## src/tmrf_pkg.sv

```systemverilog
// ----------------------------------------------------------------------------
// tmrf_pkg
// Shared types and constants of the terminal mode register file: request and
// result payloads, operation and status codes, mode numbers and flag layout.
// ----------------------------------------------------------------------------
package tmrf_pkg;

  localparam int unsigned FLAG_W  = 15;
  localparam int unsigned FIDX_W  = 4;
  localparam int unsigned TRK_W   = 3;
  localparam int unsigned MODE_W  = 16;

  typedef enum logic [1:0] {
    OP_SET_ANSI    = 2'd0,
    OP_SET_PRIVATE = 2'd1,
    OP_QRY_ANSI    = 2'd2,
    OP_QRY_PRIVATE = 2'd3
  } op_t;

  typedef enum logic [1:0] {
    STAT_UNKNOWN = 2'd0,
    STAT_SET     = 2'd1,
    STAT_RESET   = 2'd2
  } status_t;

  typedef enum logic [TRK_W-1:0] {
    TRK_OFF  = 3'd0,
    TRK_9    = 3'd1,
    TRK_1000 = 3'd2,
    TRK_1002 = 3'd3,
    TRK_1003 = 3'd4
  } trk_t;

  // flag bit positions
  localparam logic [FIDX_W-1:0] FLAG_INSERT  = 4'd0;
  localparam logic [FIDX_W-1:0] FLAG_NEWLINE = 4'd1;
  localparam logic [FIDX_W-1:0] FLAG_APPKEYS = 4'd2;
  localparam logic [FIDX_W-1:0] FLAG_ORIGIN  = 4'd3;
  localparam logic [FIDX_W-1:0] FLAG_WRAP    = 4'd4;
  localparam logic [FIDX_W-1:0] FLAG_BLINK   = 4'd5;
  localparam logic [FIDX_W-1:0] FLAG_CURSOR  = 4'd6;
  localparam logic [FIDX_W-1:0] FLAG_ALTSCR  = 4'd7;
  localparam logic [FIDX_W-1:0] FLAG_FOCUS   = 4'd8;
  localparam logic [FIDX_W-1:0] FLAG_UTF8    = 4'd9;
  localparam logic [FIDX_W-1:0] FLAG_SGR     = 4'd10;
  localparam logic [FIDX_W-1:0] FLAG_ASCROLL = 4'd11;
  localparam logic [FIDX_W-1:0] FLAG_URXVT   = 4'd12;
  localparam logic [FIDX_W-1:0] FLAG_PIXELS  = 4'd13;
  localparam logic [FIDX_W-1:0] FLAG_PASTE   = 4'd14;

  localparam logic [FLAG_W-1:0] ENCODING_MASK = 15'h3600;

  // mode numbers
  localparam logic [MODE_W-1:0] MODE_INSERT   = 16'd4;
  localparam logic [MODE_W-1:0] MODE_NEWLINE  = 16'd20;
  localparam logic [MODE_W-1:0] MODE_APPKEYS  = 16'd1;
  localparam logic [MODE_W-1:0] MODE_ORIGIN   = 16'd6;
  localparam logic [MODE_W-1:0] MODE_WRAP     = 16'd7;
  localparam logic [MODE_W-1:0] MODE_TRK_X10  = 16'd9;
  localparam logic [MODE_W-1:0] MODE_BLINK    = 16'd12;
  localparam logic [MODE_W-1:0] MODE_CURSOR   = 16'd25;
  localparam logic [MODE_W-1:0] MODE_ALT47    = 16'd47;
  localparam logic [MODE_W-1:0] MODE_TRK_1000 = 16'd1000;
  localparam logic [MODE_W-1:0] MODE_TRK_1002 = 16'd1002;
  localparam logic [MODE_W-1:0] MODE_TRK_1003 = 16'd1003;
  localparam logic [MODE_W-1:0] MODE_FOCUS    = 16'd1004;
  localparam logic [MODE_W-1:0] MODE_UTF8     = 16'd1005;
  localparam logic [MODE_W-1:0] MODE_SGR      = 16'd1006;
  localparam logic [MODE_W-1:0] MODE_ASCROLL  = 16'd1007;
  localparam logic [MODE_W-1:0] MODE_URXVT    = 16'd1015;
  localparam logic [MODE_W-1:0] MODE_PIXELS   = 16'd1016;
  localparam logic [MODE_W-1:0] MODE_ALT1047  = 16'd1047;
  localparam logic [MODE_W-1:0] MODE_SAVECUR  = 16'd1048;
  localparam logic [MODE_W-1:0] MODE_ALT1049  = 16'd1049;
  localparam logic [MODE_W-1:0] MODE_PASTE    = 16'd2004;

  typedef struct packed {
    logic [1:0]        operation;
    logic [MODE_W-1:0] mode_number;
    logic              enable;
  } in_item_t;

  typedef struct packed {
    logic [1:0]        status;
    logic              save_cursor;
    logic              restore_cursor;
    logic              clear_screen;
    logic              clear_alternate;
    logic              home_for_origin;
    logic [FLAG_W-1:0] flags_now;
    logic [TRK_W-1:0]  mouse_tracking_now;
  } out_item_t;

  // decoded view of one mode number
  typedef struct packed {
    logic              ansi_hit;
    logic [FIDX_W-1:0] ansi_idx;
    trk_t              trk;
    logic              is_savecur;
    logic              priv_hit;
    logic [FIDX_W-1:0] priv_idx;
    logic              is_origin;
    logic              is_alt1047;
    logic              is_alt1049;
  } mode_dec_t;

endpackage

```

## src/tmrf_decode.sv

```systemverilog
// ----------------------------------------------------------------------------
// tmrf_decode
// Maps a mode number onto its flag bit, tracking code and action class.
// ----------------------------------------------------------------------------
module tmrf_decode (
  input  logic [tmrf_pkg::MODE_W-1:0] mode_number,
  output tmrf_pkg::mode_dec_t         dec
);

  always_comb begin
    dec            = '0;
    dec.trk        = tmrf_pkg::TRK_OFF;
    dec.is_origin  = (mode_number == tmrf_pkg::MODE_ORIGIN);
    dec.is_alt1047 = (mode_number == tmrf_pkg::MODE_ALT1047);
    dec.is_alt1049 = (mode_number == tmrf_pkg::MODE_ALT1049);
    dec.is_savecur = (mode_number == tmrf_pkg::MODE_SAVECUR);

    unique case (mode_number)
      tmrf_pkg::MODE_INSERT: begin
        dec.ansi_hit = 1'b1;
        dec.ansi_idx = tmrf_pkg::FLAG_INSERT;
      end
      tmrf_pkg::MODE_NEWLINE: begin
        dec.ansi_hit = 1'b1;
        dec.ansi_idx = tmrf_pkg::FLAG_NEWLINE;
      end
      default: begin
        dec.ansi_hit = 1'b0;
        dec.ansi_idx = tmrf_pkg::FLAG_INSERT;
      end
    endcase

    unique case (mode_number)
      tmrf_pkg::MODE_TRK_X10:  dec.trk = tmrf_pkg::TRK_9;
      tmrf_pkg::MODE_TRK_1000: dec.trk = tmrf_pkg::TRK_1000;
      tmrf_pkg::MODE_TRK_1002: dec.trk = tmrf_pkg::TRK_1002;
      tmrf_pkg::MODE_TRK_1003: dec.trk = tmrf_pkg::TRK_1003;
      default:                 dec.trk = tmrf_pkg::TRK_OFF;
    endcase

    dec.priv_hit = 1'b1;
    unique case (mode_number)
      tmrf_pkg::MODE_APPKEYS: dec.priv_idx = tmrf_pkg::FLAG_APPKEYS;
      tmrf_pkg::MODE_ORIGIN:  dec.priv_idx = tmrf_pkg::FLAG_ORIGIN;
      tmrf_pkg::MODE_WRAP:    dec.priv_idx = tmrf_pkg::FLAG_WRAP;
      tmrf_pkg::MODE_BLINK:   dec.priv_idx = tmrf_pkg::FLAG_BLINK;
      tmrf_pkg::MODE_CURSOR:  dec.priv_idx = tmrf_pkg::FLAG_CURSOR;
      tmrf_pkg::MODE_ALT47:   dec.priv_idx = tmrf_pkg::FLAG_ALTSCR;
      tmrf_pkg::MODE_ALT1047: dec.priv_idx = tmrf_pkg::FLAG_ALTSCR;
      tmrf_pkg::MODE_ALT1049: dec.priv_idx = tmrf_pkg::FLAG_ALTSCR;
      tmrf_pkg::MODE_FOCUS:   dec.priv_idx = tmrf_pkg::FLAG_FOCUS;
      tmrf_pkg::MODE_UTF8:    dec.priv_idx = tmrf_pkg::FLAG_UTF8;
      tmrf_pkg::MODE_SGR:     dec.priv_idx = tmrf_pkg::FLAG_SGR;
      tmrf_pkg::MODE_ASCROLL: dec.priv_idx = tmrf_pkg::FLAG_ASCROLL;
      tmrf_pkg::MODE_URXVT:   dec.priv_idx = tmrf_pkg::FLAG_URXVT;
      tmrf_pkg::MODE_PIXELS:  dec.priv_idx = tmrf_pkg::FLAG_PIXELS;
      tmrf_pkg::MODE_PASTE:   dec.priv_idx = tmrf_pkg::FLAG_PASTE;
      default: begin
        dec.priv_hit = 1'b0;
        dec.priv_idx = tmrf_pkg::FLAG_INSERT;
      end
    endcase
  end

endmodule

```

## src/tmrf_core.sv

```systemverilog
// ----------------------------------------------------------------------------
// tmrf_core
// Mode flag and mouse tracking state, with the update and query logic for
// one request. Outside reset, state moves only when step is high.
// ----------------------------------------------------------------------------
module tmrf_core (
  input  logic                clk,
  input  logic                rst_n,
  input  logic                step,
  input  tmrf_pkg::in_item_t  item,
  output tmrf_pkg::out_item_t result
);

  logic [tmrf_pkg::FLAG_W-1:0] flags_r, flags_nxt;
  tmrf_pkg::trk_t              trk_r, trk_nxt;
  tmrf_pkg::mode_dec_t         dec;
  logic [tmrf_pkg::FLAG_W-1:0] wr_bit;

  function automatic logic [1:0] answer(input logic on);
    return on ? tmrf_pkg::STAT_SET : tmrf_pkg::STAT_RESET;
  endfunction

  tmrf_decode u_decode (
    .mode_number (item.mode_number),
    .dec         (dec)
  );

  always_comb begin
    flags_nxt = flags_r;
    trk_nxt   = trk_r;
    wr_bit    = '0;
    result    = '0;

    case (item.operation)
      tmrf_pkg::OP_SET_ANSI: begin
        if (dec.ansi_hit) begin
          flags_nxt[dec.ansi_idx] = item.enable;
        end
      end
      tmrf_pkg::OP_SET_PRIVATE: begin
        if (dec.trk != tmrf_pkg::TRK_OFF) begin
          if (item.enable) begin
            trk_nxt = dec.trk;
          end else if (trk_r == dec.trk) begin
            trk_nxt = tmrf_pkg::TRK_OFF;
          end
        end else if (dec.is_savecur) begin
          result.save_cursor    = item.enable;
          result.restore_cursor = !item.enable;
        end else if (dec.priv_hit) begin
          wr_bit[dec.priv_idx] = 1'b1;
          // turning one mouse encoding on drops the others
          if (item.enable && ((wr_bit & tmrf_pkg::ENCODING_MASK) != '0)) begin
            flags_nxt = flags_nxt & ~tmrf_pkg::ENCODING_MASK;
          end
          flags_nxt[dec.priv_idx] = item.enable;
          result.home_for_origin = dec.is_origin;
          result.clear_screen    = (dec.is_alt1047 || dec.is_alt1049) && item.enable;
          result.clear_alternate = (dec.is_alt1047 || dec.is_alt1049) && !item.enable;
          result.save_cursor     = dec.is_alt1049 && item.enable;
          result.restore_cursor  = dec.is_alt1049 && !item.enable;
        end
      end
      tmrf_pkg::OP_QRY_ANSI: begin
        if (dec.ansi_hit) begin
          result.status = answer(flags_r[dec.ansi_idx]);
        end
      end
      default: begin
        if (dec.trk != tmrf_pkg::TRK_OFF) begin
          result.status = answer(trk_r == dec.trk);
        end else if (dec.is_savecur) begin
          result.status = tmrf_pkg::STAT_RESET;
        end else if (dec.priv_hit) begin
          result.status = answer(flags_r[dec.priv_idx]);
        end
      end
    endcase

    result.flags_now          = flags_nxt;
    result.mouse_tracking_now = trk_nxt;
  end

  always_ff @(posedge clk) begin
    if (!rst_n) begin
      flags_r <= '0;
      trk_r   <= tmrf_pkg::TRK_OFF;
    end else if (step) begin
      flags_r <= flags_nxt;
      trk_r   <= trk_nxt;
    end
  end

endmodule

```

## src/terminal_mode_register_file.sv

```systemverilog
// ----------------------------------------------------------------------------
// terminal_mode_register_file
// Video terminal mode register set: ANSI and private mode set/reset with
// mode queries, one result per request.
//
//   channel | direction | payload                 | handshake
//   in_     | input     | tmrf_pkg::in_item_t     | in_valid / in_ready
//   out_    | output    | tmrf_pkg::out_item_t    | out_valid / out_ready
//
// A request is registered on acceptance, then decoded and applied to the mode
// state when it moves on, and its result is registered; throughput is one
// request per cycle while out_ready holds no result back.
// Reset clears all mode flags and turns mouse tracking off.
// A stalled result register holds the request stage; in_ready stays high
// as long as that stage can drain, so no bubble appears under back-pressure.
// ----------------------------------------------------------------------------
module terminal_mode_register_file (
  input  logic                clk,
  input  logic                rst_n,
  input  logic                in_valid,
  output logic                in_ready,
  input  tmrf_pkg::in_item_t  in_data,
  output logic                out_valid,
  input  logic                out_ready,
  output tmrf_pkg::out_item_t out_data
);

  logic                s1_valid_r, s1_valid_nxt;
  tmrf_pkg::in_item_t  s1_item_r;
  logic                out_valid_r, out_valid_nxt;
  tmrf_pkg::out_item_t out_data_r;
  tmrf_pkg::out_item_t result;
  logic                step;
  logic                in_acc;

  assign step     = s1_valid_r && (!out_valid_r || out_ready);
  assign in_ready = !s1_valid_r || step;
  assign in_acc   = in_valid && in_ready;

  tmrf_core u_core (
    .clk    (clk),
    .rst_n  (rst_n),
    .step   (step),
    .item   (s1_item_r),
    .result (result)
  );

  always_comb begin
    s1_valid_nxt = s1_valid_r;
    if (in_acc) begin
      s1_valid_nxt = 1'b1;
    end else if (step) begin
      s1_valid_nxt = 1'b0;
    end

    out_valid_nxt = out_valid_r;
    if (step) begin
      out_valid_nxt = 1'b1;
    end else if (out_ready) begin
      out_valid_nxt = 1'b0;
    end
  end

  always_ff @(posedge clk) begin
    if (!rst_n) begin
      s1_valid_r  <= 1'b0;
      out_valid_r <= 1'b0;
    end else begin
      s1_valid_r  <= s1_valid_nxt;
      out_valid_r <= out_valid_nxt;
    end
  end

  always_ff @(posedge clk) begin
    if (in_acc) begin
      s1_item_r <= in_data;
    end
    if (step) begin
      out_data_r <= result;
    end
  end

  assign out_valid = out_valid_r;
  assign out_data  = out_data_r;

endmodule

```

## config.mk

```make
export PLATFORM = sky130hd
export DESIGN_NAME = terminal_mode_register_file
export DESIGN_NICKNAME = d
export VERILOG_FILES = /design/src/tmrf_pkg.sv /design/src/tmrf_decode.sv /design/src/tmrf_core.sv /design/src/terminal_mode_register_file.sv
export SDC_FILE = /design/constraint.sdc
export NUM_CORES = 1
export LEC_CHECK = 0
export ABC_AREA = 1
export BUFFER_PORTS_ARGS = -buffer_cell sky130_fd_sc_hd__buf_2
export CELL_PAD_IN_SITES_DETAIL_PLACEMENT = 0
export CELL_PAD_IN_SITES_GLOBAL_PLACEMENT = 1
export CORE_MARGIN = 2
export CORE_UTILIZATION = 42
export CTS_CLUSTER_DIAMETER = 80
export CTS_CLUSTER_SIZE = 40
export DETAILED_ROUTE_END_ITERATION = 6
export GPL_TIMING_DRIVEN = 1
export HOLD_SLACK_MARGIN = 0.06
export PLACE_DENSITY = 0.77
export SYNTH_ARGS = -nofsm -noshare
export SYNTH_HDL_FRONTEND = slang
export SYNTH_SLANG_ARGS = --single-unit
```

## constraint.sdc

```tcl
create_clock -name clk -period 2.3 [get_ports clk]
set_input_delay 0.23 -clock clk [delete_from_list [all_inputs] [get_ports clk]]
set_output_delay 0.23 -clock clk [all_outputs]
set_load 0.02 [all_outputs]
```

==> run metrics <==
Tot GR Track Use=22.29%; horizontal die dimension=roughly 95 microns; highest net fanout along the worst path=6; shortest period the worst path allows=approximately 2.3 ns; Lkg Pwr=2.244 nW; RSZ-0062 raised after global routing=yes; Synth Cell Area=~3500 sq um; relative area change from synthesis to final layout=39.24%; required time of the critical path=about 2.4 ns; per-cell routed wire length=14.51 microns; count of final hold-check violations=0; Power per Cell Area=approximately 580 nW/um^2; total of buffers placed on input and output ports=just under 50; clock-pin slew reported for the worst setup and hold paths after clock tree synthesis=about 0.09 ns; number of top-level design ports=50; Worst Hold Path EP=s1_valid_r$_SDFFE_PN0P_; number of stages on the worst hold path=3; slack of the worst reg-to-reg path=-0.02 ns; Remaining Overflow, GRT=0; dominant cells by area after synthesis=sky130_fd_sc_hd__edfxtp_1, sky130_fd_sc_hd__dfxtp_1, sky130_fd_sc_hd__nand2_1, sky130_fd_sc_hd__inv_1, sky130_fd_sc_hd__nand3_1; number of nets in the final layout=around 600; crit path max-delay cell type=sky130_fd_sc_hd__edfxtp_1; mean cell area of the mapped netlist=7.821 sq um; DRC violations left=0; Overall Power=about 0.0028 W; worst-case clock skew=0.01632 ns; most area-hungry cell type in the Yosys netlist=sky130_fd_sc_hd__edfxtp_1; Synth top area share=approximately 38%; wire length reported by the detailed router=between 9 and 10 mm; most common cell type on the critical path=sky130_fd_sc_hd__nand2_1; TritonCTS clock tree=built; total die area=between 9000 and 10000 sq um; sequential area share after synthesis=49.35%; Max stage delay on crit path=0.53 ns; number of global-route vias before repair=~3200; number of buffers on the longest clock path=2; number of violations reported at the end of detailed-routing iteration 0=170; number of enable flip-flop cells after synthesis=44; failing checks=setup timing; pin count of the biggest net entering global routing=35; Finish-stage setup viols=2; fraction of registers with async set/reset=0%; fin crit share=101.1%; worst reg2reg endpoint=out_data[23]$_DFFE_PP_; initial cell density of the core=approximately 43%; clock tree root buffer cell=sky130_fd_sc_hd__clkbuf_8; Setup crit start kind=register; library cell with the highest instance count after synthesis=sky130_fd_sc_hd__nand2_1; CP Data Arrival Time=~2.4 ns; leading register cell type out of synthesis=sky130_fd_sc_hd__edfxtp_1; Worst Path Class, Setup=reg2reg; count of mapped cells out of synthesis=approximately 450; area of the core=slightly above 8000 sq um; RR Startpoint=s1_item_r[2]$_DFFE_PP_; number of distinct standard cells referenced by the synthesized netlist=29; clock tree sinks=between 60 and 70; total of flip-flops plus latches after synthesis=between 60 and 70; clock buffers created by TritonCTS=9; DR pass1 iterations=5; number of cells on the worst reg-to-reg path=19; Total Neg Setup Slack=-0.02511 ns; worst slew margin relative to its limit=between 50 and 60%; critical path, cell by cell=nand2_2 -> inv_2 -> nand2_1 -> nor2_1 -> nand2_1 -> nand2_4 -> nor2_4 -> nand2_4 -> buf_6 -> nor2_4 -> nand2_1 -> nand2_1 -> nor2_1 -> nor2_2 -> nand2_1 -> nand2_1 -> nand2_1 -> nand2_1 -> nand2_1; post-synth net total=about 470; launch point of the worst hold path=in_valid; vertical die dimension=~95 microns; number of vias in the routed layout=between 3000 and 4000; worst setup slack after layout=-0.02465 ns; number of antenna violations at the first check in global routing=0; proportion of layout cells with a drive suffix above 1=around 35%; number of violations of the max-capacitance limit=0; worst supply voltage drop on vdd=approximately 0.33 mV; top cell types by occurrence after synthesis=sky130_fd_sc_hd__nand2_1, sky130_fd_sc_hd__inv_1, sky130_fd_sc_hd__nor2_1, sky130_fd_sc_hd__edfxtp_1, sky130_fd_sc_hd__nand3_1; number of warnings issued by yosys=0; final-layout fill cell count=between 700 and 800; global-route wire length before repair=15.39 mm; FMAX=430.2 MHz; half-perimeter wire length of the detailed placement result=roughly 6.5 mm; worst slew pin tran=0.7157 ns; Slew Viols, Final=0; number of placement rows=33; via-per-instance ratio=between 4 and 5; ANT cells=0; CTS H-tree depth=3; RePlAce Congestion=around 0.93; Hold Path Class=in2reg; type of element capturing the critical path=register; Routed Antenna Nets=0; Clock Latency Late Sink=around 0.36 ns; outcome=complete, but fails checks
[cells in the final DEF (no fill, tap or decap)]
| master | count |
|---|---|
| sky130_fd_sc_hd__a21oi_1 | 21 |
| sky130_fd_sc_hd__a21oi_2 | 1 |
| sky130_fd_sc_hd__a31o_2 | 1 |
| sky130_fd_sc_hd__a31oi_2 | 1 |
| sky130_fd_sc_hd__and3_1 | 1 |
| sky130_fd_sc_hd__buf_2 | 49 |
| sky130_fd_sc_hd__buf_4 | 45 |
| sky130_fd_sc_hd__buf_6 | 5 |
| sky130_fd_sc_hd__bufinv_16 | 2 |
| sky130_fd_sc_hd__clkbuf_8 | 9 |
| sky130_fd_sc_hd__clkinv_2 | 1 |
| sky130_fd_sc_hd__clkinv_4 | 1 |
| sky130_fd_sc_hd__clkinvlp_4 | 3 |
| sky130_fd_sc_hd__dfxtp_1 | 20 |
| sky130_fd_sc_hd__dlygate4sd3_1 | 19 |
| sky130_fd_sc_hd__edfxtp_1 | 44 |
| sky130_fd_sc_hd__inv_1 | 61 |
| sky130_fd_sc_hd__inv_2 | 8 |
| sky130_fd_sc_hd__inv_4 | 1 |
| sky130_fd_sc_hd__nand2_1 | 85 |
| sky130_fd_sc_hd__nand2_2 | 21 |
| sky130_fd_sc_hd__nand2_4 | 7 |
| sky130_fd_sc_hd__nand3_1 | 35 |
| sky130_fd_sc_hd__nand3_2 | 7 |
| sky130_fd_sc_hd__nand4_1 | 12 |
| sky130_fd_sc_hd__nor2_1 | 32 |
| sky130_fd_sc_hd__nor2_2 | 19 |
| sky130_fd_sc_hd__nor2_4 | 16 |
| sky130_fd_sc_hd__nor3_1 | 3 |
| sky130_fd_sc_hd__nor3_2 | 1 |
| sky130_fd_sc_hd__nor3_4 | 2 |
| sky130_fd_sc_hd__nor4_1 | 2 |
| sky130_fd_sc_hd__o211ai_1 | 6 |
| sky130_fd_sc_hd__o21ai_0 | 16 |
| sky130_fd_sc_hd__o21ai_1 | 9 |
| sky130_fd_sc_hd__o21ai_2 | 2 |
| sky130_fd_sc_hd__o22ai_1 | 2 |
| sky130_fd_sc_hd__xor2_1 | 1 |
[critical path: cells and delay by family (launching register included)]
family / cells / cell delay (ns)
AND/OR/NAND/NOR: 17 / 1.35
flip-flops: 1 / 0.53
buffers and inverters: 2 / 0.20
[stage by stage]
| step | util, % | setup slack [ns] | cells | instance area (sq um) | hold slack (ns) |
|---|---|---|---|---|---|
| 3_5_place_dp | 49.04 | -0.1050 | 612 | 3989 | 0.4081 |
| 3_3_place_gp | 49.04 | -0.1006 | 612 | 3989 | 0.4062 |
| 4_1_cts | 54.58 | 0.008324 | 651 | 4439 | 0.1425 |
| 2_1_floorplan | - | 0.2783 | 446 | 3488 | 0.3289 |
| 6_report | 59.71 | -0.02465 | 676 | 4857 | 0.1477 |
| 5_1_grt | 59.71 | -0.2152 | 676 | 4857 | 0.1707 |
[report_power, final]
part	leakage (nW)	total (W)	switching, W	internal, W
Clock	0.101	0.00110	0.000491	0.000609
Sequential	0.585	0.00135	0.0000434	0.00131
Combinational	1.56	0.000352	0.000214	0.000137
Total	2.24	0.00280	0.000748	0.00205
[cell type report]
class	instances	area [sq um]	area share (%)
Multi-Input combinational cell	303	1689	34.78
Sequential cell	64	1722	35.45
Tap cell	105	131.4	2.705
Clock buffer	9	123.9	2.550
Clock inverter	7	96.34	1.984
Inverter	70	265.3	5.461
Timing Repair Buffer	118	829.5	17.08
[metal layers]
| layer | global-route usage (%) | part of all wire, % | vias up |
|---|---|---|---|
| met3 | 5.771 | 4.9 | 16 |
| met4 | 9.420 | 1.9 | 0 |
| met1 | 27.33 | 44 | 1567 |
| li1 | - | - | 1707 |
| met2 | 37.09 | 49 | 80 |
| met5 | 0 | 0 | - |
[logic make-up after synthesis]
logic type,share of synthesized area [%]
AO/OA/AOI/OAI,9.218
XOR/XNOR,0.2511
buffers and inverters,8.716
flip-flops,49.35
AND/OR/NAND/NOR,32.46
[sequential cells by signal, indices dropped and copies added, names as in the netlist]
signal	count
u_core.flags_r	15
out_data	25
u_core.trk_r	3
out_valid	1
s1_valid_r	1
s1_item_r	19
[worst max-delay path by stage]
| stage | end | start | cells after the start | slack [ns] |
|---|---|---|---|---|
| after floorplan | out_data[23]$_DFFE_PP_ | s1_item_r[14]$_DFFE_PP_ | 17 | 0.28 |
| after global placement | out_data[23]$_DFFE_PP_ | s1_item_r[7]$_DFFE_PP_ | 16 | -0.10 |
| after detailed placement | out_data[23]$_DFFE_PP_ | s1_item_r[12]$_DFFE_PP_ | 16 | -0.10 |
| after CTS | out_data[23]$_DFFE_PP_ | s1_item_r[7]$_DFFE_PP_ | 16 | 0.008 |
| after global routing | out_data[23]$_DFFE_PP_ | s1_item_r[2]$_DFFE_PP_ | 19 | -0.22 |
| final | out_data[23]$_DFFE_PP_ | s1_item_r[2]$_DFFE_PP_ | 19 | -0.02 |
[repair_timing]
action | in CTS | in global routing
endpoints found under the setup margin | 2 | 24
endpoints found under the hold margin | 19 | 0
cloned | 0 | 1
pin swaps | 2 | 21
hold buffers | 19 | 0
setup buffers | 4 | 24
resized for setup | 3 | 69
Note: power is estimated with default switching activity, not from simulation.
